--- config.mk ---
export PLATFORM = sky130hd
export DESIGN_NAME = rds_group_text_assembler_core
export DESIGN_NICKNAME = d
export VERILOG_FILES = /design/src/rtl/rgta_pkg.sv /design/src/rtl/rds_group_text_assembler_core.sv
export SDC_FILE = /design/constraint.sdc
export NUM_CORES = 1
export LEC_CHECK = 0
export ABC_CLOCK_PERIOD_IN_PS = 4100
export CAP_MARGIN = 20
export CORE_ASPECT_RATIO = 1.5
export CORE_MARGIN = 2
export CORE_UTILIZATION = 37
export DETAILED_ROUTE_END_ITERATION = 7
export DONT_BUFFER_PORTS = 1
export RECOVER_POWER = 100
export SLEW_MARGIN = 20
export SYNTH_ARGS = -nofsm -noshare
export SYNTH_HDL_FRONTEND = slang
export SYNTH_SLANG_ARGS = --single-unit
--- constraint.sdc ---
create_clock -name clk -period 4.1 [get_ports clk]
set_clock_uncertainty 0.15 [all_clocks]
set_input_delay 0 -clock clk [delete_from_list [all_inputs] [get_ports clk]]
set_output_delay 0 -clock clk [all_outputs]
set_load 0.005 [all_outputs]
--- src/rtl/rgta_pkg.sv ---
// Package for the RDS group text assembler: command, store and group codes,
// store sizes and the input item type.
// Used by rds_group_text_assembler_core and the testbench; depends on nothing else.
package rgta_pkg;

	// Store sizes in characters
	localparam int NAME_CHARS = 8;
	localparam int RT_CHARS   = 64;

	// Radiotext memory is organised as rows of four characters
	localparam int RT_LANES = 4;
	localparam int RT_ROWS  = RT_CHARS / RT_LANES;
	localparam int RT_ROW_W = $clog2(RT_ROWS);

	// Commands
	localparam logic CMD_DECODE = 1'b0;
	localparam logic CMD_READ   = 1'b1;

	// Group codes (type times two plus version bit)
	localparam logic [4:0] GC_0A  = 5'd0;
	localparam logic [4:0] GC_0B  = 5'd1;
	localparam logic [4:0] GC_2A  = 5'd4;
	localparam logic [4:0] GC_2B  = 5'd5;
	localparam logic [4:0] GC_10A = 5'd20;

	// Updated-store codes
	localparam logic [1:0] UPD_NONE = 2'd0;
	localparam logic [1:0] UPD_PS   = 2'd1;
	localparam logic [1:0] UPD_RT   = 2'd2;
	localparam logic [1:0] UPD_PTYN = 2'd3;

	// Store selects for a read
	localparam logic [1:0] SEL_PS   = 2'd0;
	localparam logic [1:0] SEL_RT   = 2'd1;
	localparam logic [1:0] SEL_PTYN = 2'd2;

	// One input item as held in the input register
	typedef struct packed {
		logic        command;
		logic [15:0] block_b;
		logic [15:0] block_c;
		logic [15:0] block_d;
		logic [1:0]  store_select;
		logic [5:0]  char_index;
	} item_t;

endpackage

--- src/rtl/rds_group_text_assembler_core.sv ---
// RDS group text assembler: decodes groups 0A/0B, 2A/2B and 10A into the
// service name, radiotext and type name stores, and reads stored characters.
// Depends on rgta_pkg.
//
// Usage. Items enter on the input channel (in_valid/in_ready) and every item
// gives exactly one result on the output channel (out_valid/out_ready).
// A decode item (command 0) carries blocks B, C and D of one RDS group; a read
// item (command 1) names a store and a character position and returns that
// character in read_char. The status fields decoder_id, text_ab and name_ab
// always show the state left behind by the item.
//
// Timing. An accepted item sits in the input register, where it is decoded
// and its writes are committed to the stores, until the output register is
// free or being emptied; its result is then offered from the output register.
// One item is taken per cycle while the output is not stalled; the rate is set
// by the single decode stage between the two registers.
//
// Reset clears all three stores, the decoder identification bits and both
// A/B flags, and empties both registers. The radiotext memory itself is not
// swept: a valid bit per character marks what has been written since the last
// clear, and an unmarked character reads as zero, so no clearing pass is needed.
//
// When the receiver stalls, the output register holds its result and the
// input register may still take one further item; after that in_ready drops
// until the output transfer completes.
module rds_group_text_assembler_core (
	input  logic        clk,
	input  logic        arst_n,
	input  logic        in_valid,
	output logic        in_ready,
	input  logic        command,
	input  logic [15:0] block_b,
	input  logic [15:0] block_c,
	input  logic [15:0] block_d,
	input  logic [1:0]  store_select,
	input  logic [5:0]  char_index,
	output logic        out_valid,
	input  logic        out_ready,
	output logic [4:0]  group_code,
	output logic [1:0]  updated_store,
	output logic        store_cleared,
	output logic [7:0]  read_char,
	output logic [3:0]  decoder_id,
	output logic        text_ab,
	output logic        name_ab
);

	// Handshake and input register
	logic                 accept;
	logic                 advance;
	logic                 valid_s1;
	rgta_pkg::item_t      item_s1;

	// Architectural state
	logic [7:0]           ps_q   [rgta_pkg::NAME_CHARS];
	logic [7:0]           ptyn_q [rgta_pkg::NAME_CHARS];
	logic [rgta_pkg::RT_CHARS-1:0] rt_vld_q;
	logic [31:0]          rt_mem [rgta_pkg::RT_ROWS];
	logic [3:0]           did_q;
	logic                 rt_ab_q;
	logic                 ptyn_ab_q;

	// Radiotext read path: registered memory data plus a forwarded write
	logic [31:0]          rt_rd_q;
	logic [3:0]           fwd_be_q;
	logic [31:0]          fwd_data_q;

	// Decode of the item in the input register
	logic [4:0]           code;
	logic [1:0]           kind;
	logic                 ab;
	logic [1:0]           ps_seg;
	logic                 ps_clr;
	logic                 rt_clr;
	logic                 ptyn_clr;
	logic [3:0]           did_next;
	logic                 rt_ab_next;
	logic                 ptyn_ab_next;
	logic                 rt_we;
	logic                 rt_commit;
	logic [rgta_pkg::RT_ROW_W-1:0] rt_row;
	logic [3:0]           rt_be;
	logic [31:0]          rt_wdata;
	logic [1:0]           rd_lane;
	logic [7:0]           rt_byte;
	logic [7:0]           rd_char;
	logic [4:0]           code_out;

	// Output register
	logic                 out_valid_q;
	logic [4:0]           group_code_q;
	logic [1:0]           updated_q;
	logic                 cleared_q;
	logic [7:0]           read_char_q;
	logic [3:0]           did_out_q;
	logic                 rt_ab_out_q;
	logic                 ptyn_ab_out_q;

	// The input register moves on whenever the output register is free or
	// is being emptied in this cycle; the item's writes commit at that edge.
	assign advance  = valid_s1 && (!out_valid_q || out_ready);
	assign in_ready = !valid_s1 || advance;
	assign accept   = in_valid && in_ready;

	always_ff @(posedge clk or negedge arst_n) begin
		if (!arst_n) begin
			valid_s1 <= 1'b0;
		end else if (accept) begin
			valid_s1 <= 1'b1;
		end else if (advance) begin
			valid_s1 <= 1'b0;
		end
	end

	always_ff @(posedge clk) begin
		if (accept) begin
			item_s1 <= '{command: command, block_b: block_b, block_c: block_c,
				block_d: block_d, store_select: store_select,
				char_index: char_index};
		end
	end

	// Group decode. Only the three group families below touch any store;
	// a 10A group with any of block B bits 3:1 set is ignored.
	assign code = item_s1.block_b[15:11];
	assign ab   = item_s1.block_b[4];

	always_comb begin
		kind = rgta_pkg::UPD_NONE;
		if (item_s1.command == rgta_pkg::CMD_DECODE) begin
			unique case (code) inside
				rgta_pkg::GC_0A, rgta_pkg::GC_0B: begin
					kind = rgta_pkg::UPD_PS;
				end
				rgta_pkg::GC_2A, rgta_pkg::GC_2B: begin
					kind = rgta_pkg::UPD_RT;
				end
				rgta_pkg::GC_10A: begin
					if (item_s1.block_b[3:1] == 3'b000) begin
						kind = rgta_pkg::UPD_PTYN;
					end
				end
				default: begin
					kind = rgta_pkg::UPD_NONE;
				end
			endcase
		end
	end

	// Service name: segment 0 starts a fresh name and fresh decoder
	// identification; the identification bit lands at bit 3 minus segment.
	assign ps_seg = item_s1.block_b[1:0];
	assign ps_clr = (kind == rgta_pkg::UPD_PS) && (ps_seg == 2'd0);

	always_comb begin
		did_next = did_q;
		if (kind == rgta_pkg::UPD_PS) begin
			did_next = (ps_clr ? 4'd0 : did_q)
				| (4'(item_s1.block_b[2]) << (2'd3 - ps_seg));
		end
	end

	// The A/B flags clear their store whenever they change.
	assign rt_clr       = (kind == rgta_pkg::UPD_RT) && (ab != rt_ab_q);
	assign ptyn_clr     = (kind == rgta_pkg::UPD_PTYN) && (ab != ptyn_ab_q);
	assign rt_ab_next   = rt_clr ? ab : rt_ab_q;
	assign ptyn_ab_next = ptyn_clr ? ab : ptyn_ab_q;

	// Radiotext write. Lane j of a row holds character 4*row+j. A 2A group
	// fills a whole row with C then D; a 2B group fills half a row with D.
	assign rt_we     = (kind == rgta_pkg::UPD_RT);
	assign rt_commit = rt_we && advance;

	always_comb begin
		if (code == rgta_pkg::GC_2A) begin
			rt_row   = item_s1.block_b[3:0];
			rt_be    = 4'b1111;
			rt_wdata = {item_s1.block_d[7:0], item_s1.block_d[15:8],
				item_s1.block_c[7:0], item_s1.block_c[15:8]};
		end else begin
			rt_row   = {1'b0, item_s1.block_b[3:1]};
			rt_be    = item_s1.block_b[0] ? 4'b1100 : 4'b0011;
			rt_wdata = {item_s1.block_d[7:0], item_s1.block_d[15:8],
				item_s1.block_d[7:0], item_s1.block_d[15:8]};
		end
	end

	always_ff @(posedge clk) begin
		if (rt_commit) begin
			for (int j = 0; j < rgta_pkg::RT_LANES; j++) begin
				if (rt_be[j]) begin
					rt_mem[rt_row][j*8 +: 8] <= rt_wdata[j*8 +: 8];
				end
			end
		end
	end

	// The read is issued as the item is taken in. A write committed at that
	// same edge by the item ahead is caught by the forwarding register.
	always_ff @(posedge clk) begin
		if (accept) begin
			rt_rd_q    <= rt_mem[char_index[5:2]];
			fwd_be_q   <= (rt_commit && (rt_row == char_index[5:2])) ? rt_be : 4'b0000;
			fwd_data_q <= rt_wdata;
		end
	end

	// Store updates, all committed as the item leaves the input register.
	always_ff @(posedge clk or negedge arst_n) begin
		if (!arst_n) begin
			for (int i = 0; i < rgta_pkg::NAME_CHARS; i++) begin
				ps_q[i]   <= 8'd0;
				ptyn_q[i] <= 8'd0;
			end
			rt_vld_q  <= '0;
			did_q     <= 4'd0;
			rt_ab_q   <= 1'b0;
			ptyn_ab_q <= 1'b0;
		end else if (advance) begin
			if (kind == rgta_pkg::UPD_PS) begin
				if (ps_clr) begin
					for (int i = 0; i < rgta_pkg::NAME_CHARS; i++) begin
						ps_q[i] <= 8'd0;
					end
				end
				ps_q[{ps_seg, 1'b0}] <= item_s1.block_d[15:8];
				ps_q[{ps_seg, 1'b1}] <= item_s1.block_d[7:0];
			end
			if (kind == rgta_pkg::UPD_PTYN) begin
				if (ptyn_clr) begin
					for (int i = 0; i < rgta_pkg::NAME_CHARS; i++) begin
						ptyn_q[i] <= 8'd0;
					end
				end
				ptyn_q[{item_s1.block_b[0], 2'b00}] <= item_s1.block_c[15:8];
				ptyn_q[{item_s1.block_b[0], 2'b01}] <= item_s1.block_c[7:0];
				ptyn_q[{item_s1.block_b[0], 2'b10}] <= item_s1.block_d[15:8];
				ptyn_q[{item_s1.block_b[0], 2'b11}] <= item_s1.block_d[7:0];
			end
			if (rt_we) begin
				if (rt_clr) begin
					rt_vld_q <= '0;
				end
				for (int j = 0; j < rgta_pkg::RT_LANES; j++) begin
					if (rt_be[j]) begin
						rt_vld_q[{rt_row, 2'(j)}] <= 1'b1;
					end
				end
			end
			did_q     <= did_next;
			rt_ab_q   <= rt_ab_next;
			ptyn_ab_q <= ptyn_ab_next;
		end
	end

	// Character read. Positions beyond an eight-character name and the
	// unused store select read as zero, as does any radiotext character not
	// written since the last clear.
	assign rd_lane = item_s1.char_index[1:0];
	assign rt_byte = fwd_be_q[rd_lane] ? fwd_data_q[{rd_lane, 3'b000} +: 8]
		: rt_rd_q[{rd_lane, 3'b000} +: 8];

	always_comb begin
		rd_char = 8'd0;
		if (item_s1.command == rgta_pkg::CMD_READ) begin
			case (item_s1.store_select)
				rgta_pkg::SEL_PS: begin
					if (item_s1.char_index[5:3] == 3'b000) begin
						rd_char = ps_q[item_s1.char_index[2:0]];
					end
				end
				rgta_pkg::SEL_RT: begin
					if (rt_vld_q[item_s1.char_index]) begin
						rd_char = rt_byte;
					end
				end
				rgta_pkg::SEL_PTYN: begin
					if (item_s1.char_index[5:3] == 3'b000) begin
						rd_char = ptyn_q[item_s1.char_index[2:0]];
					end
				end
				default: begin
					rd_char = 8'd0;
				end
			endcase
		end
	end

	assign code_out = (item_s1.command == rgta_pkg::CMD_DECODE) ? code : 5'd0;

	// Output register
	always_ff @(posedge clk or negedge arst_n) begin
		if (!arst_n) begin
			out_valid_q <= 1'b0;
		end else if (advance) begin
			out_valid_q <= 1'b1;
		end else if (out_ready) begin
			out_valid_q <= 1'b0;
		end
	end

	always_ff @(posedge clk) begin
		if (advance) begin
			group_code_q  <= code_out;
			updated_q     <= kind;
			cleared_q     <= ps_clr || rt_clr || ptyn_clr;
			read_char_q   <= rd_char;
			did_out_q     <= did_next;
			rt_ab_out_q   <= rt_ab_next;
			ptyn_ab_out_q <= ptyn_ab_next;
		end
	end

	assign out_valid     = out_valid_q;
	assign group_code    = group_code_q;
	assign updated_store = updated_q;
	assign store_cleared = cleared_q;
	assign read_char     = read_char_q;
	assign decoder_id    = did_out_q;
	assign text_ab       = rt_ab_out_q;
	assign name_ab       = ptyn_ab_out_q;

`ifndef SYNTH
	// A full input register behind a stalled output must not take more.
	a_stall_blocks_input: assert property (@(posedge clk) disable iff (!arst_n)
		(valid_s1 && out_valid_q && !out_ready) |-> !in_ready)
		else $error("input accepted while both registers are held");

	// A radiotext clear always comes with a change of the A/B flag.
	a_rt_clear_flips_flag: assert property (@(posedge clk) disable iff (!arst_n)
		(advance && rt_clr) |=> (rt_ab_q != $past(rt_ab_q)))
		else $error("radiotext cleared without an A/B flag change");

	// After segment 0 the identification bits hold at most one set bit.
	a_ps_restart_did: assert property (@(posedge clk) disable iff (!arst_n)
		(advance && ps_clr) |=> ($countones(did_q) <= 1))
		else $error("decoder identification not restarted at segment 0");

	// A decode result never carries a read character.
	a_update_no_char: assert property (@(posedge clk) disable iff (!arst_n)
		(out_valid_q && (updated_q != rgta_pkg::UPD_NONE)) |-> (read_char_q == 8'd0))
		else $error("decode result carries a character");

	// A clear is only reported together with the store it cleared.
	a_clear_has_store: assert property (@(posedge clk) disable iff (!arst_n)
		(out_valid_q && cleared_q) |-> (updated_q != rgta_pkg::UPD_NONE))
		else $error("clear reported without an updated store");
`endif

endmodule

==> results of run 1 <==
power groups by stage:
| stage | combinational (W) | sequential (W) | clock, W |
|---|---|---|---|
| 2_1_floorplan | 0.000606 | 0.00981 | 0 |
| 3_3_place_gp | 0.000790 | 0.00986 | 0 |
| 3_5_place_dp | 0.000811 | 0.00987 | 0 |
| 4_1_cts | 0.00102 | 0.00969 | 0.00799 |
| 5_1_grt | 0.00106 | 0.00971 | 0.00830 |
| 6_report | 0.000996 | 0.00970 | 0.00782 |
worst max-delay path, delay by kind of cell:
kind                   cells  cell delay [ps]
muxes                      1              500
buffers and inverters      3             3470
synth_stat cells (12+ instances only):
library cell  instances  area [um^2]
a21o_1               39          293
a22o_1               82          718
buf_1                24         90.1
buf_2                21          105
clkbuf_1             67          251
dfrtp_1             200         5000
edfxtp_1            651        19500
inv_1                17         63.8
mux2_2               36          405
mux2i_1              18          180
mux4_2              222         5000
nand2_1             188          706
nand2b_1             13         81.3
nand3_1              35          175
nor2_1               33          124
nor2b_1              12         75.1
o21ai_0              24          120
layout by cell type, fill, tap and decap left out, drive strengths merged, types with 34 or more instances in the layout:
| cell | netlist | routed |
|---|---|---|
| nor2 | 34 | 34 |
| buf | 46 | 41 |
| dfrtp | 200 | 200 |
| a22o | 82 | 82 |
| a21o | 39 | 39 |
| mux2 | 36 | 36 |
| clkinv | 0 | 34 |
| dlygate4sd3 | 0 | 118 |
| clkbuf | 67 | 134 |
| edfxtp | 651 | 651 |
| mux4 | 222 | 222 |
| nand2 | 188 | 188 |
| nand3 | 35 | 35 |
sequential cells by signal, indices dropped and copies added, names as in the netlist, 8 cells and up:
| name | flops |
|---|---|
| read_char | 8 |
| ps_q | 64 |
| rt_vld_q | 64 |
| item_s1 | 45 |
| fwd_data_q | 32 |
| ptyn_q | 64 |
| rt_mem | 512 |
| rt_rd_q | 32 |
through the flow:
step / total power [W] / area, um^2 / instances
floorplan: 0.0104 / 33800 / 1790
global placement: 0.0106 / 35500 / 2915
detailed placement: 0.0107 / 35500 / 2915
CTS: 0.0187 / 39500 / 3187
global route: 0.0191 / 39300 / 3188
finish: 0.0185 / 39300 / 3188
worst max-delay path by stage:
stage,to,slack [ps]
after detailed placement,rt_mem[1][16]$_DFFE_PP_,640
after floorplan,ab$_DFFE_PP_,70
after global routing,rt_mem[6][31]$_DFFE_PP_,250
after CTS,rt_mem[1][16]$_DFFE_PP_,660
final,rt_rd_q[9]$_DFFE_PP_,370
after global placement,rt_mem[1][22]$_DFFE_PP_,710
cell type report:
cell class | count | area share (%)
Sequential cell | 851 | 62.4
Multi-Input combinational cell | 809 | 22.2
Clock buffer | 97 | 5.38
Timing Repair Buffer | 196 | 4.48
Tap cell | 1164 | 3.70
Clock inverter | 53 | 1.68
Inverter | 17 | 0.162
Antenna cell | 1 | 0.00636
cell families after synthesis:
kind of cell / synth area share, %
DFF: 72.7
xor gates and xnor gates: 0.182
muxes: 16.5
AOI/OAI and AO/OA: 4.40
buffers and inverters: 1.53
and+or+nand+nor: 4.63
metal layers:
metal	wire, um	GRT usage (%)	vias up
li1	-	-	7482
met5	30	0	-
met1	32500	22.1	9392
met3	4640	3.27	155
met4	3060	7.30	4
met2	44400	32.2	571
timing repair:
action / CTS / global route
gates resized for setup: 0 / 0
hold endpoints to repair: 322 / 200
setup buffers: 0 / 0
setup endpoints to repair: 0 / 0
==> flow_summary.yaml, run 1 <==
run_status:
  status: "complete, but fails checks"
  violations: "negative hold slack, max-capacitance violations, max-slew violations"
timing:
  slew_headroom_pct: -119
  setup_violations: 0
  fin_ws_ps: 374
  whs_ps: -1110
  finalMaxSlewViolations: 210
  setup-tns-final_ps: 0
  fin_crit_sh_pct: 90.9
  max_freq_mhz: 268
  worst_slew_pin_slew_ps: 3280
  finalHoldViolations: 200
  rsz0062_at_grt: "no"
  fin_crit_ps: 3730
power_and_ir_drop:
  leakage_nw: 14.3
  clock_power_share_pct: 42.3
  pwr-share-seq_pct: 52.4
  vdd_ir_drop_max_uv: 316
  switchingPower_w: 0.00403
  switching_share_pct: 21.8
  pwr_density_cell_mw_per_mm2: 471
  p_comb_share_pct: 5.4
  p_int_w: 0.0145
layout:
  drive_above_1_share_pct: 22.9
  multi_input_area_mm2: 0.00873
  fill_cells: 7694
  nNetsFinal: 2016
  syn2layout_area_growth_pct: 16.5
  final_util_pct: 43.5
  seqCellArea_mm2: 0.0246
global_routing:
  antenna_found_initial: 3
  grt_pass1_vias: 18672
  overflow: 0
  grt_pass1_wl_um: 125000
  track_usage_pct: 18.3
  grt_max_degree: 201
place:
  place_ws_ps: 638
  io_buffers: 0
  routabilityCongestion: 0.818
  dpl.hpwl_um: 50800
route:
  wl_per_cell_um: 26.5
  wirelength_um: 84600
  drc_errors: 0
  postRouteAntennaNets: 0
  num_vias: 17604
  routed_via_density: 5.52
  drtPass1Iterations: 5
  drt_iter0_drc: 1670
floorplanning:
  initial_utilization_pct: 37.4
  dieWidth_um: 251
  fp-row-count: 135
  pin_count: 85
  die_y_um: 374
  dieArea_mm2: 0.0937
  core_mm2: 0.0904
clock_network:
  cts.sinks: 851
  holdBufCountCts: 122
  clk_latency_ps: 670
  h-tree-depth: 3
  clockBufferDepth: 3
  cts_made_buffers: 80
  clk_pin_slew_ps: 70
  cts_tree: "built"
  cts_root_buffer: "clkbuf_16"
yosys:
  ys_ff_latch: 851
  ys_seq_area_share_pct: 72.7
  synth_flop_cell: "edfxtp_1"
  synthCells: 1790
  synth-edff-count: 651
  syn_area_mm2: 0.0338
  synthesis.area_per_instance_um2: 18.9
  ys_async_sr_fraction_pct: 23.5
  syn_nets: 1851
  yosysWarnings: 0
  ys_types: 63
critical_path:
  slowest_stage: "clkbuf_1"
  worst-path-max-fanout: 35
  critPathMaxStageDelay_ps: 2320
  r2r_setup_slack_ps: 380
  worstPathRequired_ps: 4360
  rr_startpoint: "code[3]$_DFFE_PP_"
  crit_type: "in2reg"
  setup.worst_path.start: "char_index[5]"
  path_common_cell: "dlygate4sd3_1"
  end_kind: "flip-flop"
  critPathLaunchType: "primary input"
  worstPathArrival_ps: 3990
  worstReg2RegEnd: "rt_mem[1][7]$_DFFE_PP_"
  critical_path.cell_chain: "dlygate4sd3_1, clkbuf_1, mux4_2, dlygate4sd3_1"
  reg2reg_depth: 6
hold_path:
  hp-class: "in2async"
job:
  maxCapViolCount: 6
Power figures use the tool's default switching activity.
==> run 2: changes to the inputs <==
CORE_UTILIZATION = 55   (was 37)
PLACE_DENSITY = 0.73   (was not set)
==> run 2 against run 1 <==
Against the previous run:
- the run still ends with negative hold slack, max-capacitance violations, max-slew violations left
- flip-flop and latch count unchanged
- register-to-register slack hardly changed
- sequential share of layout area rose by 1.1 points
- design area shrank 1.8%
- global-route usage rose by 8.3 points
- non-clock buffer count is 3 higher
- hold slack better by 24 ps
- sequential power about the same
- combinational power barely moved
- maximum frequency is 0.18% higher
==> flow_summary.yaml, run 2 (synthesized netlist as in run 1, its figures left out) <==
hold_path:
  hp-class: "in2async"
floorplanning:
  dieWidth_um: 206
  fp-row-count: 111
  initial_utilization_pct: 55.4
  die_y_um: 307
  core_mm2: 0.0610
  pin_count: 85
  dieArea_mm2: 0.0634
clock_network:
  cts_tree: "built"
  postCtsSetupBuffers: 0
  clockBufferDepth: 3
  cts_made_buffers: 77
  clk_pin_slew_ps: 70
  cts.repair.resized: 0
  holdBufCountCts: 119
  clk_latency_ps: 650
  cts_root_buffer: "clkbuf_16"
  cts.sinks: 851
  h-tree-depth: 3
route:
  drt_iter0_drc: 1818
  drtPass1Iterations: 5
  postRouteAntennaNets: 0
  routed_via_density: 6.44
  wirelength_um: 81200
  wl_per_cell_um: 29.0
  num_vias: 18065
  drc_errors: 0
critical_path:
  critPathMaxStageDelay_ps: 870
  critPathLaunchType: "flip-flop"
  slowest_stage: "or4b_2"
  worstPathRequired_ps: 4220
  worstPathArrival_ps: 3840
  worst-path-max-fanout: 16
  crit_buf_inv: 2
  crit_type: "reg2reg"
  cp_top_family: "simple AND/OR/NAND/NOR gates"
  critical_path.cell_chain: "or4b_1, or4b_2, nor3_1, o21ai_0, inv_1, clkbuf_2"
  end_kind: "flip-flop"
layout:
  design_area_mm2: 0.0387
  largest_reg_flops: 512
  syn2layout_area_growth_pct: 14.5
  nNetsFinal: 2016
  fill_cells: 4049
  final_common_cell: "edfxtp_1"
  drive_above_1_share_pct: 22.6
  mostFrequentLayoutCells: "edfxtp_1, mux4_2, dfrtp_1"
  antenna_cells: 0
  regMostFlops: "rt_mem"
global_routing:
  grt_pass1_vias: 18625
  grt_max_degree: 201
  antenna_found_initial: 0
  track_usage_pct: 26.6
  overflow: 0
  grt_pass1_wl_um: 121000
place:
  place_ws_ps: 726
  dpl.hpwl_um: 45900
  postPlaceCellArea_mm2: 0.0350
  routabilityCongestion: 0.904
  io_buffers: 0
power_and_ir_drop:
  leakage_nw: 14.2
  total_power_w: 0.0180
  vdd_ir_drop_max_uv: 540
  pwr_density_cell_mw_per_mm2: 464
timing:
  setup-tns-final_ps: 0
  whs_ps: -1090
  rsz0062_at_grt: "no"
  max_freq_mhz: 269
  fin_ws_ps: 380
  finalHoldViolations: 200
  fin_crit_sh_pct: 90.7
  fin_crit_ps: 3720
  setup_violations: 0
  worst_slew_pin_slew_ps: 2160
  slew_headroom_pct: -44.3
  finalMaxSlewViolations: 65
job:
  maxCapViolCount: 1
run_status:
  violations: "negative hold slack, max-capacitance violations, max-slew violations"
  status: "complete, but fails checks"
[run 2: path summary, 6_finish.rpt]
check                                      from                       end  slack (ps)  cells after the start
setup / recovery              code[1]$_DFFE_PP_   rt_mem[1][11]$_DFFE_PP_         380                      6
hold / removal                           arst_n     ptyn_ab_q$_DFFE_PN0P_       -1090                      0
setup reg to reg              code[1]$_DFFE_PP_   rt_mem[1][11]$_DFFE_PP_         380                      6
hold reg to reg            ps_q[42]$_DFFE_PN0P_      ps_q[42]$_DFFE_PN0P_         320                      2
max in group asynchronous                arst_n  rt_vld_q[56]$_DFFE_PN0N_        4530                      0
min in group clk                      out_ready     out_valid$_DFFE_PN0P_         120                      3
[run 2: layer usage]
metal / vias up / share of wire, % / wire length (um) / GRT usage (%)
met5: - / 0 / 0 / 0
met4: 0 / 4.9 / 3960 / 13.1
met3: 214 / 6.0 / 4890 / 3.60
met2: 800 / 53 / 42700 / 45.4
met1: 9570 / 37 / 29700 / 33.6
li1: 7481 / - / - / -
[run 2: report_power, final]
group,internal [W],switching [W]
Combinational,0.000450,0.000553
Sequential,0.00953,0.000141
Clock,0.00412,0.00316
[run 2: area by class of cell]
| cell class | instances | area (um^2) | area share, % |
|---|---|---|---|
| multi-input cells | 809 | 8750 | 22.6 |
| flip-flops and latches | 851 | 24600 | 63.5 |
| well taps | 791 | 990 | 2.56 |
| repair buffers | 199 | 1740 | 4.51 |
| clock buffers | 94 | 2060 | 5.33 |
| clock inverters | 45 | 494 | 1.28 |
| inverters | 17 | 63.8 | 0.165 |
[run 2: stage by stage]
step                      std cells  hold slack [ps]  utilization (%)
after global routing           2806            -1090             63.4
after global placement         2548             -438             57.5
after CTS                      2806            -1110             63.7
after floorplan                1790             -446                -
after detailed placement       2548             -437             57.5
final                          2806            -1090             63.4
==> run 3: changes to the inputs <==
GPL_TIMING_DRIVEN = 0   (was not set)
==> run 3 against run 2 <==
Against the previous run:
- the run ends with negative hold slack, max-capacitance violations, max-slew violations, negative setup slack left
- worst setup slack got worse by 430 ps
- wire length increased by 8.3%
- final cell count is 1.9% higher
- critical endpoint is now rt_mem[2][10]$_DFFE_PP_
- largest power group unchanged
- highest routed layer unchanged
==> flow_summary.yaml, run 3 (synthesized netlist as in run 1, its figures left out) <==
clock_network:
  h-tree-depth: 3
  cts.sinks: 851
  clockBufferDepth: 3
  holdBufCountCts: 105
  cts_root_buffer: "clkbuf_16"
  clk_pin_slew_ps: 60
  cts_made_buffers: 78
  clk_latency_ps: 650
  cts_tree: "built"
critical_path:
  setup.worst_path.start: "code[1]$_DFFE_PP_"
  worst-path-max-fanout: 10
  end_kind: "flip-flop"
  rr_startpoint: "code[1]$_DFFE_PP_"
  critPathLaunchType: "flip-flop"
  crit_type: "reg2reg"
  worstPathRequired_ps: 4290
  worstPathArrival_ps: 4340
layout:
  regMostFlops: "rt_mem"
  mostFrequentLayoutCells: "edfxtp_1, mux4_2, dfrtp_1"
  drive_above_1_share_pct: 22.2
  nNetsFinal: 2066
  final_util_pct: 63.3
  instances_no_fill: 2860
  syn2layout_area_growth_pct: 14.3
  final_common_cell: "edfxtp_1"
  largest_reg_flops: 512
power_and_ir_drop:
  vdd_ir_drop_max_uv: 320
  pwr-share-seq_pct: 54.5
  p_comb_share_pct: 5.5
  total_power_w: 0.0179
  switching_share_pct: 22.3
  switchingPower_w: 0.00398
  leakage_nw: 14.1
  pwr_density_cell_mw_per_mm2: 463
  p_int_w: 0.0139
  clock_power_share_pct: 40.0
timing:
  fin_crit_ps: 4150
  fin_ws_ps: -49.5
  max_freq_mhz: 241
  fin_crit_sh_pct: 101
  finalMaxSlewViolations: 42
  rsz0062_at_grt: "yes"
  worst_slew_pin_slew_ps: 2620
  whs_ps: -1080
  finalHoldViolations: 200
  slew_headroom_pct: -74.4
  setup_violations: 17
floorplanning:
  pin_count: 85
  initial_utilization_pct: 55.4
  dieArea_mm2: 0.0634
  dieWidth_um: 206
  die_y_um: 307
  core_mm2: 0.0610
  fp-row-count: 111
route:
  postRouteAntennaNets: 0
  wl_per_cell_um: 30.8
  num_vias: 18662
  drtPass1Iterations: 6
  routed_via_density: 6.53
  drc_errors: 0
  wirelength_um: 88000
  drt_iter0_drc: 2084
run_status:
  status: "complete, but fails checks"
  violations: "negative hold slack, max-capacitance violations, max-slew violations, negative setup slack"
global_routing:
  antenna_found_initial: 1
  grt_pass1_vias: 19203
  grt_pass1_wl_um: 128000
  grt_max_degree: 201
  overflow: 0
  track_usage_pct: 28.6
place:
  dpl.hpwl_um: 56400
  dpl.cell_count: 2606
  routabilityCongestion: 0.925
  io_buffers: 0
hold_path:
  hp-class: "in2async"
job:
  maxCapViolCount: 1
run 3: cell type report:
type | count | area [um^2]
buffer | 113 | 463
clock inverter | 47 | 412
fill | 4054 | 22400
clock buffer | 96 | 2070
tap | 791 | 990
multi-input combinational | 809 | 8730
timing repair buffer | 135 | 1290
antenna | 1 | 2.50
inverter | 17 | 82.6
sequential | 851 | 24600
run 3: metrics by stage:
| stage | TNS [ps] | cell area, um^2 | setup slack, ps |
|---|---|---|---|
| floorplan | 0 | 33800 | 70.0 |
| global placement | -401250 | 34800 | -1790 |
| detailed placement | -936 | 35300 | -61.8 |
| CTS | 0 | 38800 | 19.3 |
| global route | -7530 | 38600 | -162 |
| finish | -409 | 38600 | -49.5 |
run 3: worst paths after layout:
kind	endpoint	slack, ps	depth (start not counted)
worst max-delay path	rt_mem[2][10]$_DFFE_PP_	-50	6
worst min-delay path	ps_q[15]$_DFFE_PN0P_	-1080	0
worst max register to register	rt_mem[2][10]$_DFFE_PP_	-50	6
worst min register to register	ps_q[39]$_DFFE_PN0P_	320	2
max in group asynchronous	rt_vld_q[26]$_DFFE_PN0N_	4550	0
min in group clk	out_valid$_DFFE_PN0P_	120	3
run 3: layer usage:
layer | part of all wire, % | up-vias | GRT usage (%)
li1 | - | 7590 | -
met1 | 35 | 9773 | 35.5
met2 | 51 | 1041 | 48.3
met3 | 7.9 | 258 | 5.03
met4 | 5.7 | 0 | 14.9
met5 | 0 | - | 0
run 3: critical path, cell delays in order (launching register included):
cell	delay [ps]
edfxtp_1	480
or4b_1	530
clkbuf_1	270
nor4b_4	630
nand2b_1	260
nor3_1	1080
clkbuf_4	450
run 3: what timing repair did:
| item | CTS | global route |
|---|---|---|
| resized for setup | 2 | 5 |
| buffers inserted | 0 | 2 |
| endpoints found under the hold margin | 303 | 200 |
| cloned | 0 | 0 |
| setup endpoints to repair | 16 | 128 |
run 3: power groups by stage:
stage / Combinational, W / Clock (W) / Sequential (W)
global placement: 0.000835 / 0 / 0.00991
CTS: 0.000963 / 0.00720 / 0.00973
floorplan: 0.000606 / 0 / 0.00981
detailed placement: 0.000875 / 0 / 0.00991
global route: 0.00103 / 0.00751 / 0.00974
finish: 0.000984 / 0.00714 / 0.00973
